--- src/rtl/core/eqpc_pkg.sv ---
// Package with shared types and codes for the paint-coalescing message queue.
`timescale 1ns / 1ps
package eqpc_pkg;

  localparam int KindW = 16;
  localparam int CoordW = 16;
  localparam int PayW = 32;
  localparam int EntryW = KindW + 4 * CoordW + PayW;
  localparam logic [KindW-1:0] PaintKindReset = 16'd15;

  typedef enum logic [1:0] {
    OP_APPEND  = 2'd0,
    OP_PREPEND = 2'd1,
    OP_TAKE    = 2'd2,
    OP_NONE    = 2'd3
  } op_t;

  typedef enum logic [2:0] {
    ST_INSERTED = 3'd0,
    ST_FULL     = 3'd1,
    ST_DELIVER  = 3'd2,
    ST_EMPTY    = 3'd3,
    ST_WAITING  = 3'd4
  } status_t;

  typedef struct packed {
    logic [KindW-1:0] kind;
    logic signed [CoordW-1:0] l;
    logic signed [CoordW-1:0] t;
    logic signed [CoordW-1:0] r;
    logic signed [CoordW-1:0] b;
    logic [PayW-1:0] pay;
  } entry_t;

  typedef struct packed {
    op_t op;
    logic wait_req;
    entry_t ent;
  } req_t;

  typedef struct packed {
    status_t status;
    entry_t ent;
    logic last;
  } rsp_t;

  typedef enum logic [2:0] {
    S_IDLE,
    S_INSERT,
    S_TAKE_RD,
    S_SCAN_RD,
    S_SCAN_WR,
    S_OUT,
    S_DELIVER
  } state_t;

  // Commands from the controller to the datapath.
  typedef struct packed {
    logic cap_req;
    logic do_insert;
    logic take_rd;
    logic take_load;
    logic scan_rd;
    logic scan_step;
    logic set_out;
    status_t out_status;
    logic out_ent;
    logic out_last;
    logic post_take;
    logic set_pending;
    logic clr_pending;
  } ctl_cmd_t;

  // Status from the datapath to the controller.
  typedef struct packed {
    op_t op;
    logic wait_req;
    logic full;
    logic empty;
    logic pending;
    logic coalesce;
    logic scan_done;
    logic out_busy;
  } dp_stat_t;

endpackage

--- src/rtl/core/eqpc_if.sv ---
// Valid/ready channel interfaces for requests and results.
`timescale 1ns / 1ps
interface eqpc_req_if;
  import eqpc_pkg::*;
  logic valid;
  logic ready;
  logic [1:0] op;
  logic wait_req;
  logic [15:0] msg_kind;
  logic signed [15:0] rect_left;
  logic signed [15:0] rect_top;
  logic signed [15:0] rect_right;
  logic signed [15:0] rect_bottom;
  logic [31:0] payload;
  modport source (output valid, op, wait_req, msg_kind, rect_left, rect_top, rect_right,
                  rect_bottom, payload, input ready);
  modport sink (input valid, op, wait_req, msg_kind, rect_left, rect_top, rect_right,
                rect_bottom, payload, output ready);
endinterface

interface eqpc_rsp_if;
  logic valid;
  logic ready;
  logic [2:0] status;
  logic [15:0] out_kind;
  logic signed [15:0] out_left;
  logic signed [15:0] out_top;
  logic signed [15:0] out_right;
  logic signed [15:0] out_bottom;
  logic [31:0] out_payload;
  logic [4:0] queue_count;
  logic queue_nonempty;
  logic last;
  modport source (output valid, status, out_kind, out_left, out_top, out_right, out_bottom,
                  out_payload, queue_count, queue_nonempty, last, input ready);
  modport sink (input valid, status, out_kind, out_left, out_top, out_right, out_bottom,
                out_payload, queue_count, queue_nonempty, last, output ready);
endinterface

--- src/rtl/core/eqpc_ram.sv ---
// Generic single-port-write, single-port-read RAM with registered read data.
`timescale 1ns / 1ps
module eqpc_ram #(
  parameter int Width = 8,
  parameter int Depth = 16
) (
  input  logic                     clk,
  input  logic                     we,
  input  logic [$clog2(Depth)-1:0] waddr,
  input  logic [Width-1:0]         wdata,
  input  logic [$clog2(Depth)-1:0] raddr,
  output logic [Width-1:0]         rdata
);
  logic [Width-1:0] mem [Depth];

  always_ff @(posedge clk) begin
    if (we) begin
      mem[waddr] <= wdata;
    end
    rdata <= mem[raddr];
  end
endmodule

--- src/rtl/core/eqpc_ctrl.sv ---
// Controller state machine sequencing insert, take and paint coalescing scan.
`timescale 1ns / 1ps
module eqpc_ctrl (
  input  logic                clk,
  input  logic                rst,
  input  logic                in_valid,
  output logic                in_ready,
  input  eqpc_pkg::dp_stat_t  stat,
  output eqpc_pkg::ctl_cmd_t  cmd
);
  import eqpc_pkg::*;

  state_t state, state_next;
  // Set when the delivery follows an insert that answered a held take.
  logic   chained, chained_next;

  always_ff @(posedge clk) begin
    if (rst) begin
      state <= S_IDLE;
      chained <= 1'b0;
    end else begin
      state <= state_next;
      chained <= chained_next;
    end
  end

  always_comb begin
    state_next = state;
    chained_next = chained;
    cmd = '0;
    cmd.out_status = ST_INSERTED;
    in_ready = (state == S_IDLE) && !stat.out_busy;
    unique case (state)
      S_IDLE: begin
        if (in_valid && in_ready) begin
          cmd.cap_req = 1'b1;
          state_next = S_INSERT;
        end
      end
      S_INSERT: begin
        unique case (stat.op)
          OP_APPEND, OP_PREPEND: begin
            if (stat.full) begin
              cmd.set_out = 1'b1;
              cmd.out_status = ST_FULL;
              cmd.out_last = 1'b1;
              state_next = S_IDLE;
            end else if (stat.pending) begin
              cmd.do_insert = 1'b1;
              cmd.clr_pending = 1'b1;
              chained_next = 1'b1;
              state_next = S_OUT;
            end else begin
              cmd.do_insert = 1'b1;
              cmd.set_out = 1'b1;
              cmd.out_status = ST_INSERTED;
              cmd.out_last = 1'b1;
              state_next = S_IDLE;
            end
          end
          OP_TAKE: begin
            if (!stat.empty) begin
              cmd.take_rd = 1'b1;
              chained_next = 1'b0;
              state_next = S_TAKE_RD;
            end else begin
              cmd.set_out = 1'b1;
              cmd.out_last = 1'b1;
              cmd.out_status = stat.wait_req ? ST_WAITING : ST_EMPTY;
              cmd.set_pending = stat.wait_req;
              state_next = S_IDLE;
            end
          end
          default: state_next = S_IDLE;
        endcase
      end
      S_OUT: begin
        // The inserted entry has landed in the RAM, so the head can be read now.
        cmd.take_rd = 1'b1;
        state_next = S_TAKE_RD;
      end
      S_TAKE_RD: begin
        cmd.take_load = 1'b1;
        state_next = S_SCAN_RD;
      end
      S_SCAN_RD: begin
        if (!stat.coalesce || stat.scan_done) begin
          if (!stat.out_busy) begin
            cmd.set_out = 1'b1;
            cmd.post_take = 1'b1;
            if (chained) begin
              // The inserted beat goes first and carries the count after the take.
              cmd.out_status = ST_INSERTED;
              state_next = S_DELIVER;
            end else begin
              cmd.out_status = ST_DELIVER;
              cmd.out_ent = 1'b1;
              cmd.out_last = 1'b1;
              state_next = S_IDLE;
            end
          end
        end else begin
          cmd.scan_rd = 1'b1;
          state_next = S_SCAN_WR;
        end
      end
      S_SCAN_WR: begin
        cmd.scan_step = 1'b1;
        state_next = S_SCAN_RD;
      end
      S_DELIVER: begin
        if (!stat.out_busy) begin
          cmd.set_out = 1'b1;
          cmd.post_take = 1'b1;
          cmd.out_status = ST_DELIVER;
          cmd.out_ent = 1'b1;
          cmd.out_last = 1'b1;
          chained_next = 1'b0;
          state_next = S_IDLE;
        end
      end
      default: state_next = S_IDLE;
    endcase
  end

`ifndef SYNTH
  a_ready_idle: assert property (@(posedge clk) disable iff (rst)
    in_ready |-> state == S_IDLE)
    else $error("ready outside idle");
  a_scan_pair: assert property (@(posedge clk) disable iff (rst)
    cmd.scan_rd |=> cmd.scan_step)
    else $error("scan read without step");
  a_take_load: assert property (@(posedge clk) disable iff (rst)
    cmd.take_rd |=> cmd.take_load)
    else $error("take read not loaded");
`endif
endmodule

--- src/rtl/core/eqpc_dp.sv ---
// Datapath: queue storage, pointers, rectangle merge and result register.
`timescale 1ns / 1ps
module eqpc_dp #(
  parameter int QueueDepth = 16
) (
  input  logic                clk,
  input  logic                rst,
  input  logic                cfg_we,
  input  logic [15:0]         cfg_wdata,
  input  eqpc_pkg::req_t      req,
  input  eqpc_pkg::ctl_cmd_t  cmd,
  output eqpc_pkg::dp_stat_t  stat,
  output logic                out_valid,
  input  logic                out_ready,
  output eqpc_pkg::rsp_t      rsp,
  output logic [4:0]          queue_count
);
  import eqpc_pkg::*;

  localparam int AW = $clog2(QueueDepth);
  localparam int CW = $clog2(QueueDepth + 1);

  logic [15:0]  paint_kind;
  req_t         rq;
  logic [AW-1:0] head;
  logic [CW-1:0] count;
  logic          pending;
  entry_t        res;
  logic          coalesce;
  logic [CW-1:0] scan_i, scan_n, kept;
  logic          ram_we;
  logic [AW-1:0] ram_waddr, ram_raddr;
  entry_t        ram_wdata, ram_rdata;

  function automatic logic [AW-1:0] wrap(input logic [AW:0] s);
    logic [AW:0] d;
    d = s - (AW + 1)'(QueueDepth);
    return (s >= (AW + 1)'(QueueDepth)) ? d[AW-1:0] : s[AW-1:0];
  endfunction

  function automatic logic is_empty(input entry_t e);
    return (e.r <= e.l) || (e.b <= e.t);
  endfunction

  function automatic entry_t merge(input entry_t d, input entry_t s);
    entry_t o;
    o = d;
    if (is_empty(d) && is_empty(s)) begin
      o.l = '0; o.t = '0; o.r = '0; o.b = '0;
    end else if (is_empty(d)) begin
      o.l = s.l; o.t = s.t; o.r = s.r; o.b = s.b;
    end else if (!is_empty(s)) begin
      if (s.l < d.l) o.l = s.l;
      if (s.t < d.t) o.t = s.t;
      if (s.r > d.r) o.r = s.r;
      if (s.b > d.b) o.b = s.b;
    end
    return o;
  endfunction

  logic [AW-1:0] head_dec;
  assign head_dec = (head == '0) ? AW'(QueueDepth - 1) : head - 1'b1;

  always_comb begin
    ram_we = 1'b0;
    ram_waddr = wrap({1'b0, head} + (AW + 1)'(count));
    ram_wdata = rq.ent;
    ram_raddr = head;
    if (cmd.do_insert) begin
      ram_we = 1'b1;
      if (rq.op == OP_PREPEND) ram_waddr = head_dec;
    end
    if (cmd.take_rd) ram_raddr = head;
    if (cmd.scan_rd) ram_raddr = wrap({1'b0, head} + (AW + 1)'(scan_i));
    if (cmd.scan_step && ram_rdata.kind != paint_kind) begin
      ram_we = 1'b1;
      ram_waddr = wrap({1'b0, head} + (AW + 1)'(kept));
      ram_wdata = ram_rdata;
    end
  end

  eqpc_ram #(.Width(EntryW), .Depth(QueueDepth)) u_ram (
    .clk, .we(ram_we), .waddr(ram_waddr), .wdata(ram_wdata),
    .raddr(ram_raddr), .rdata(ram_rdata)
  );

  always_ff @(posedge clk) begin
    if (rst) begin
      paint_kind <= PaintKindReset;
      head <= '0;
      count <= '0;
      pending <= 1'b0;
      out_valid <= 1'b0;
      coalesce <= 1'b0;
    end else begin
      if (cfg_we) paint_kind <= cfg_wdata;
      if (out_valid && out_ready) out_valid <= 1'b0;
      if (cmd.do_insert) begin
        count <= count + 1'b1;
        if (rq.op == OP_PREPEND) head <= head_dec;
      end
      if (cmd.set_pending) pending <= 1'b1;
      if (cmd.clr_pending) pending <= 1'b0;
      if (cmd.take_load) begin
        head <= wrap({1'b0, head} + 1'b1);
        count <= count - 1'b1;
        coalesce <= (ram_rdata.kind == paint_kind) && (count != CW'(1));
      end
      if (cmd.set_out) begin
        out_valid <= 1'b1;
        if (cmd.post_take && coalesce) count <= kept;
      end
    end
  end

  // Payload registers; no reset needed.
  always_ff @(posedge clk) begin
    if (cmd.cap_req) rq <= req;
    if (cmd.take_load) begin
      res <= ram_rdata;
      scan_i <= '0;
      kept <= '0;
      scan_n <= count - 1'b1;
    end
    if (cmd.scan_step) begin
      scan_i <= scan_i + 1'b1;
      if (ram_rdata.kind != paint_kind) kept <= kept + 1'b1;
    end
    if (cmd.scan_step && ram_rdata.kind == paint_kind) res <= merge(res, ram_rdata);
    if (cmd.set_out) begin
      rsp.status <= cmd.out_status;
      rsp.ent <= cmd.out_ent ? res : '0;
      rsp.last <= cmd.out_last;
      if (cmd.post_take && coalesce) begin
        queue_count <= 5'(kept);
      end else if (cmd.do_insert) begin
        queue_count <= 5'(count + 1'b1);
      end else begin
        queue_count <= 5'(count);
      end
    end
  end

  assign stat.op = rq.op;
  assign stat.wait_req = rq.wait_req;
  assign stat.full = (count == CW'(QueueDepth));
  assign stat.empty = (count == '0);
  assign stat.pending = pending;
  assign stat.coalesce = coalesce;
  assign stat.scan_done = (scan_i == scan_n);
  assign stat.out_busy = out_valid && !out_ready;

`ifndef SYNTH
  a_count_bound: assert property (@(posedge clk) disable iff (rst)
    count <= CW'(QueueDepth))
    else $error("count over depth");
  a_kept_bound: assert property (@(posedge clk) disable iff (rst)
    cmd.scan_step |-> kept <= scan_i)
    else $error("kept ahead of scan");
  a_pend_clear: assert property (@(posedge clk) disable iff (rst)
    cmd.clr_pending |=> !pending)
    else $error("pending not cleared");
`endif
endmodule

--- src/rtl/core/event_queue_paint_coalescing_top.sv ---
// Top level of the bounded message deque with paint coalescing.
// An insert, full refusal or empty take is answered from S_INSERT. A take passes S_INSERT,
// S_TAKE_RD and S_SCAN_RD, plus S_SCAN_WR and S_SCAN_RD per other queued entry when the
// head is a paint message, as the scan reads and rewrites one entry at a time. An insert
// answering a held take also passes S_OUT and sends two beats; the next item is
// accepted once the last beat leaves. Reset (rst) empties the queue, sets paint_kind to 15.
`timescale 1ns / 1ps
module event_queue_paint_coalescing_top #(
  parameter int QUEUE_DEPTH = 16
) (
  input  logic         clk,
  input  logic         rst,
  input  logic         cfg_we,
  input  logic [15:0]  cfg_wdata,
  eqpc_req_if.sink     req,
  eqpc_rsp_if.source   rsp
);
  import eqpc_pkg::*;

  ctl_cmd_t cmd;
  dp_stat_t stat;
  req_t     rq;
  rsp_t     rs;
  logic [4:0] qc;

  assign rq.op = op_t'(req.op);
  assign rq.wait_req = req.wait_req;
  assign rq.ent = '{kind: req.msg_kind, l: req.rect_left, t: req.rect_top,
                   r: req.rect_right, b: req.rect_bottom, pay: req.payload};

  eqpc_ctrl u_ctrl (
    .clk, .rst, .in_valid(req.valid), .in_ready(req.ready), .stat, .cmd
  );

  eqpc_dp #(.QueueDepth(QUEUE_DEPTH)) u_dp (
    .clk, .rst, .cfg_we, .cfg_wdata, .req(rq), .cmd, .stat,
    .out_valid(rsp.valid), .out_ready(rsp.ready), .rsp(rs), .queue_count(qc)
  );

  assign rsp.status = rs.status;
  assign rsp.out_kind = rs.ent.kind;
  assign rsp.out_left = rs.ent.l;
  assign rsp.out_top = rs.ent.t;
  assign rsp.out_right = rs.ent.r;
  assign rsp.out_bottom = rs.ent.b;
  assign rsp.out_payload = rs.ent.pay;
  assign rsp.queue_count = qc;
  assign rsp.queue_nonempty = (qc != '0);
  assign rsp.last = rs.last;
endmodule
--- src/flat_wrapper.sv ---
// flat-port wrapper written by rule: the top's interface ports become plain ports
module event_queue_paint_coalescing_top_flat import eqpc_pkg::*;
#(
  parameter int QUEUE_DEPTH = 16
)
  (clk, rst, cfg_we, cfg_wdata, req_valid, req_op, req_wait_req, req_msg_kind, req_rect_left, req_rect_top, req_rect_right, req_rect_bottom, req_payload, req_ready, rsp_valid, rsp_status, rsp_out_kind, rsp_out_left, rsp_out_top, rsp_out_right, rsp_out_bottom, rsp_out_payload, rsp_queue_count, rsp_queue_nonempty, rsp_last, rsp_ready);
  eqpc_req_if req_i ();
  eqpc_rsp_if rsp_i ();
  input  logic clk;
  input  logic rst;
  input  logic cfg_we;
  input  logic [15:0] cfg_wdata;
  input wire logic [$bits(req_i.valid)-1:0] req_valid;
  input wire logic [$bits(req_i.op)-1:0] req_op;
  input wire logic [$bits(req_i.wait_req)-1:0] req_wait_req;
  input wire logic [$bits(req_i.msg_kind)-1:0] req_msg_kind;
  input wire logic [$bits(req_i.rect_left)-1:0] req_rect_left;
  input wire logic [$bits(req_i.rect_top)-1:0] req_rect_top;
  input wire logic [$bits(req_i.rect_right)-1:0] req_rect_right;
  input wire logic [$bits(req_i.rect_bottom)-1:0] req_rect_bottom;
  input wire logic [$bits(req_i.payload)-1:0] req_payload;
  output wire logic [$bits(req_i.ready)-1:0] req_ready;
  output wire logic [$bits(rsp_i.valid)-1:0] rsp_valid;
  output wire logic [$bits(rsp_i.status)-1:0] rsp_status;
  output wire logic [$bits(rsp_i.out_kind)-1:0] rsp_out_kind;
  output wire logic [$bits(rsp_i.out_left)-1:0] rsp_out_left;
  output wire logic [$bits(rsp_i.out_top)-1:0] rsp_out_top;
  output wire logic [$bits(rsp_i.out_right)-1:0] rsp_out_right;
  output wire logic [$bits(rsp_i.out_bottom)-1:0] rsp_out_bottom;
  output wire logic [$bits(rsp_i.out_payload)-1:0] rsp_out_payload;
  output wire logic [$bits(rsp_i.queue_count)-1:0] rsp_queue_count;
  output wire logic [$bits(rsp_i.queue_nonempty)-1:0] rsp_queue_nonempty;
  output wire logic [$bits(rsp_i.last)-1:0] rsp_last;
  input wire logic [$bits(rsp_i.ready)-1:0] rsp_ready;
  assign req_i.valid = req_valid;
  assign req_i.op = req_op;
  assign req_i.wait_req = req_wait_req;
  assign req_i.msg_kind = req_msg_kind;
  assign req_i.rect_left = req_rect_left;
  assign req_i.rect_top = req_rect_top;
  assign req_i.rect_right = req_rect_right;
  assign req_i.rect_bottom = req_rect_bottom;
  assign req_i.payload = req_payload;
  assign req_ready = req_i.ready;
  assign rsp_valid = rsp_i.valid;
  assign rsp_status = rsp_i.status;
  assign rsp_out_kind = rsp_i.out_kind;
  assign rsp_out_left = rsp_i.out_left;
  assign rsp_out_top = rsp_i.out_top;
  assign rsp_out_right = rsp_i.out_right;
  assign rsp_out_bottom = rsp_i.out_bottom;
  assign rsp_out_payload = rsp_i.out_payload;
  assign rsp_queue_count = rsp_i.queue_count;
  assign rsp_queue_nonempty = rsp_i.queue_nonempty;
  assign rsp_last = rsp_i.last;
  assign rsp_i.ready = rsp_ready;
  event_queue_paint_coalescing_top #(.QUEUE_DEPTH(QUEUE_DEPTH)) u_core (.clk(clk), .rst(rst), .cfg_we(cfg_we), .cfg_wdata(cfg_wdata), .req(req_i), .rsp(rsp_i));
endmodule
--- config.mk ---
export PLATFORM = sky130hd
export DESIGN_NAME = event_queue_paint_coalescing_top_flat
export DESIGN_NICKNAME = d
export VERILOG_FILES = /design/src/rtl/core/eqpc_pkg.sv /design/src/rtl/core/eqpc_if.sv /design/src/rtl/core/eqpc_ram.sv /design/src/rtl/core/eqpc_ctrl.sv /design/src/rtl/core/eqpc_dp.sv /design/src/rtl/core/event_queue_paint_coalescing_top.sv /design/src/flat_wrapper.sv
export SDC_FILE = /design/constraint.sdc
export NUM_CORES = 2
export LEC_CHECK = 0
export CAP_MARGIN = 20
export CORE_MARGIN = 1.5
export CORE_UTILIZATION = 35
export CTS_BUF_LIST = sky130_fd_sc_hd__clkbuf_16
export DETAILED_ROUTE_END_ITERATION = 10
export DONT_BUFFER_PORTS = 1
export GPL_ROUTABILITY_DRIVEN = 0
export PLACE_DENSITY = 0.54
export SLEW_MARGIN = 0
export SYNTH_ARGS = -nofsm -noshare
export SYNTH_HDL_FRONTEND = slang
export SYNTH_HIERARCHICAL = 1
export SYNTH_SLANG_ARGS = --single-unit
--- constraint.sdc ---
create_clock -name clk -period 15.5 [get_ports clk]
set_clock_uncertainty 0.2 [all_clocks]
set_input_delay 3.875 -clock clk [delete_from_list [all_inputs] [get_ports clk]]
set_output_delay 3.875 -clock clk [all_outputs]
set_load 0.02 [all_outputs]
After elaboration in Yosys (flattened, before gate mapping) --
Memory sizes are Yosys's and may differ from the RTL's. A register that Yosys moved wholly into a read port is not among the register bits. Cells that the tools add are included.
Word-level totals: word-level logic and storage cells 210, input bits 136, memories kept 1, output and inout bits 124, register bits 395, memory bits (writable) 1792
Memories:
- u_core.u_dp.u_ram.mem | words 16, width 112, rd ports 1, clocked after memory_dff 1, wr ports 1, RTL line eqpc_ram.sv:14 | logic [Width-1:0] mem [Depth];
Cells by class: add/subtract/negate cells 13, reduce and logical (&&, ||, !) cells 37, eq/ne operators 25, bitwise logic cells 1, multiplexer cells 87, magnitude comparators 12
Operators by type and width (count):
- $mux 64 | 3
- $mux 96 | 2
- $mux 112 | 1
- $le 16x16->1 | 4
- $mux 16 | 4
- $mux 4 | 15
- $mux 5 | 10
- $gt 16x16->1 | 2
- $lt 16x16->1 | 2
- $mux 1 | 27
- $mux 3 | 8
- $mux 7 | 3
- $ge 5x5->1 const B | 4
- $sub 4x1->4 const B | 5
- $pmux 3 s6 | 1
- $eq 16x16->1 | 1
- $ne 16x16->1 | 1
- $ne 4x1->1 const B | 4
- $add 4x5->5 | 3
- $add 5x1->5 const B | 3
- $reduce_and 3->1 | 5
- $ne 3x3->1 const B | 4
- $pmux 4 s3 | 1
- $reduce_bool 2->1 | 6
- 31 further kinds | 56

Depth between registers and ports, before layout --
depth after elaboration 8, gate-level depth with buffers 13, mapped depth without buffers 12

Cells and area by module --
The synthesis kept the hierarchy.
Modules (own cells, without submodules):
- eqpc_ram | seq. area each 56053.8 um2, times used 1, area each 69170.1 um2, cells an instance 2864
- eqpc_dp | seq. area each 11410.9 um2, times used 1, area each 18783.0 um2, cells an instance 1440
- eqpc_ctrl | seq. area each 80.1 um2, times used 1, area each 524.3 um2, cells an instance 73
- event_queue_paint_coalescing_top | seq. area each 0.0 um2, times used 1, area each 12.5 um2, cells an instance 3

Worst setup path after synthesis --
Ideal clock, no wire load.
kind input-to-reg, start in rsp_ready, end reg u_core/u_dp/rq[0] (netlist bit), enable pin, data required time 14.429 ns, arrival time 14.947 ns, buffers on the path 0, library setup time 0.871 ns, stages on the path 3, slack -0.518 ns, path through nor2b_1 nand2b_1 nor4_1
RTL lines:
- start, declared | RTL line flat_wrapper.sv:34 | input wire logic [$bits(rsp_i.ready)-1:0] rsp_ready;
- end signal, assigned | RTL line eqpc_dp.sv:118 | if (cmd.cap_req) rq <= req;
- end, declared | RTL line eqpc_dp.sv:24 | req_t rq;

Final worst setup path --
start in rsp_ready, end out req_ready
On the way: cells in the longest elaborated chain, start to end 4
RTL lines:
- $logic_not 1->1 | RTL line eqpc_dp.sv:151 | assign stat.out_busy = out_valid && !out_ready;
- $logic_and 1x1->1 | RTL line eqpc_dp.sv:151
- $logic_not 1->1
- $logic_and 1x1->1 | RTL line eqpc_ctrl.sv:32 | in_ready = (state == S_IDLE) && !stat.out_busy;
- end, declared | RTL line flat_wrapper.sv:22 | output wire logic [$bits(req_i.ready)-1:0] req_ready;
Every way passes these cells.

==> impl_results.md <==
* Status: finished, violations left
* Failing checks: DRC
* Clk buf depth at 3
* Fin crit share at 56.3%
* Die Y-Extent at 506 um
* Drt first-iter violations at around 3,600
* Critical path's top delay family: simple AND/OR/NAND/NOR gates
* Wire per inst at 27.5 um
* Crit path kind: input pin to output pin
* Die area at around 260,000 um2
* Yosys warns at 6
* Vias/cell at 5.21
* Placed Cells at about 7,600
* Vias at 42,100
* Gr usage total at 17.3%
* Syn Inst Count at 4,379
* CTS Hold Buffers Added at 0
* Startpoint Class: input pin
* Initial antenna violation count at 34
* Placed wire-length estimate at roughly 120,000 um
* # DRC at 28
* Worst-path fanout max at 7
* Final setup violation count at 0
* Worst hold path class: flop to flop
* Fin nets at between 4,000 and 5,000
* Syn_nets at between 4,000 and 5,000
* Htree depth at 4
* Leak at 32.4 nW
* Row count at 184
* Relative slew slack at approximately a quarter
* Core ar. at about 250,000 um2
* Total clock buffers created by CTS at 239
* Post-Layout Cell Count at 8,092
* Reg clk slew, reported paths at 60 ps
* Commonest non-fill, non-tap cell in the layout: edfxtp_1
* Vias in the first global route at 43,700
* Fmax at 115 MHz
* CTS Sinks at 2,299
* Power Total at between 10 and 15 mW
* Worst-margin pin slew at 1130 ps
* Largest net degree at the start of global routing at 129
* Avg Synthesized Cell Area at slightly above 20 um2
* First-pass GRT wire length at 319,000 um
* Reg2reg setup slack at 8670 ps
* Most frequent cells in the layout: 2,150 x edfxtp_1, 448 x mux4_2, 241 x clkbuf_16
* VDD IR max at 112 uV
* Post-CTS Setup Inserts at 0
* RSZ-0062 raised after global routing: no
* Area Overhead vs Synth at 13.6%
* CTS resizes at 0
* Cell area power density at 133 nW/um2
* GRT Residual Overflow at 0
* Initial Util at 35.2%
* Tmin final at 8720 ps
* Final wirelength at 223,000 um
* Arrival @ worst endpoint at 4650 ps
* Hold violation count in the final report at 0
* Clock latency at the later pin of the worst-skew pair at 890 ps
* Max incr delay on CP at 700 ps
* CTS tree: done
* Final ANT Viol Nets at 0
* Post-Syn Area at just under 90,000 um2
* Port buffer count at 0
* CP bufs+invs at 0
* Drt pass-1 iters at 10
* Root Driver: clkbuf_16
* Crit-path slowest cell: nor4_1
* Worst setup EP type: output pin
* Width of the die at approximately 510 um
* I/O pins at 260
* Share of layout cells above drive strength 1 at 22.4%
* CP cell instances: nor2b_1 > nor4_1
* Critical Path RT at 11,430 ps
* Fin. max-slew vios at 0
* Total negative setup slack at 0 ps
* DP Area at 92,800 um2
* Final Cell Area at 101,000 um2
* Worst hold slack at 225 ps
* Max-cap violations at 0
[final cells by class]
| class | instances | area, um2 |
|---|---|---|
| antenna | 4 | 10.0 |
| fill | 22300 | 151000 |
| sequential | 2299 | 67500 |
| inverter | 121 | 457 |
| tap | 3348 | 4190 |
| clock buffer | 241 | 6030 |
| timing repair buffer | 110 | 983 |
| clock inverter | 215 | 1690 |
| multi-input combinational | 1754 | 19700 |
[state kept, by name (all words and copies together) (netlist names)]
| name | count |
|---|---|
| u_core/u_dp/res | 112 |
| u_core/u_dp/u_ram/rdata | 112 |
| u_core/u_ctrl/chained | 1 |
| u_core/u_dp/paint_kind | 16 |
| u_core/u_dp/kept | 5 |
| u_core/u_dp/stat | 3 |
| u_core/u_dp/coalesce | 1 |
| u_core/u_dp/rq | 112 |
| u_core/u_dp/u_ram/mem | 1792 |
| u_core/u_dp/scan_i | 5 |
| u_core/u_dp/head | 4 |
| u_core/u_dp/queue_count | 5 |
| u_core/u_dp/rsp | 116 |
| u_core/u_dp/count | 5 |
| u_core/u_dp/out_valid | 1 |
| u_core/u_ctrl/state | 3 |
| u_core/u_dp/scan_n | 5 |
| u_core/u_dp/pending | 1 |
[where the power goes]
group | internal [mW] | total [mW] | switching, mW | leakage, nW
clock | 3.16 | 5.60 | 2.44 | 4.01
combinational | 0.230 | 0.640 | 0.409 | 7.64
sequential | 6.97 | 7.11 | 0.144 | 20.8
total | 10.4 | 13.4 | 2.99 | 32.4
[path summary, 6_finish.rpt]
check                               start                      endpoint  cells after the start
min           u_core/u_dp/u_ram/rdata[19]           u_core/u_dp/res[19]                      0
min reg2reg   u_core/u_dp/u_ram/rdata[19]           u_core/u_dp/res[19]                      0
max                             rsp_ready                     req_ready                      2
max reg2reg  u_core/u_dp/u_ram/rdata[109]  u_core/u_dp/u_ram/mem[11][7]                     10
[routing by layer]
| layer | vias up | track usage (%) | part of all wire, % |
|---|---|---|---|
| li1 | 18100 | - | - |
| met1 | 22700 | 23.2 | 43 |
| met2 | 1055 | 29.2 | 50 |
| met3 | 285 | 2.89 | 4.8 |
| met4 | 22 | 4.06 | 1.9 |
| met5 | - | 0 | 0.061 |
[stage by stage]
step	util, %	setup slack (ps)
global route	40.0	6720
global placement	36.9	6780
detailed placement	36.9	6770
CTS	40.0	6770
finish	40.0	6780
floorplan	-	4300
Note: power is estimated with default switching activity, not from simulation.
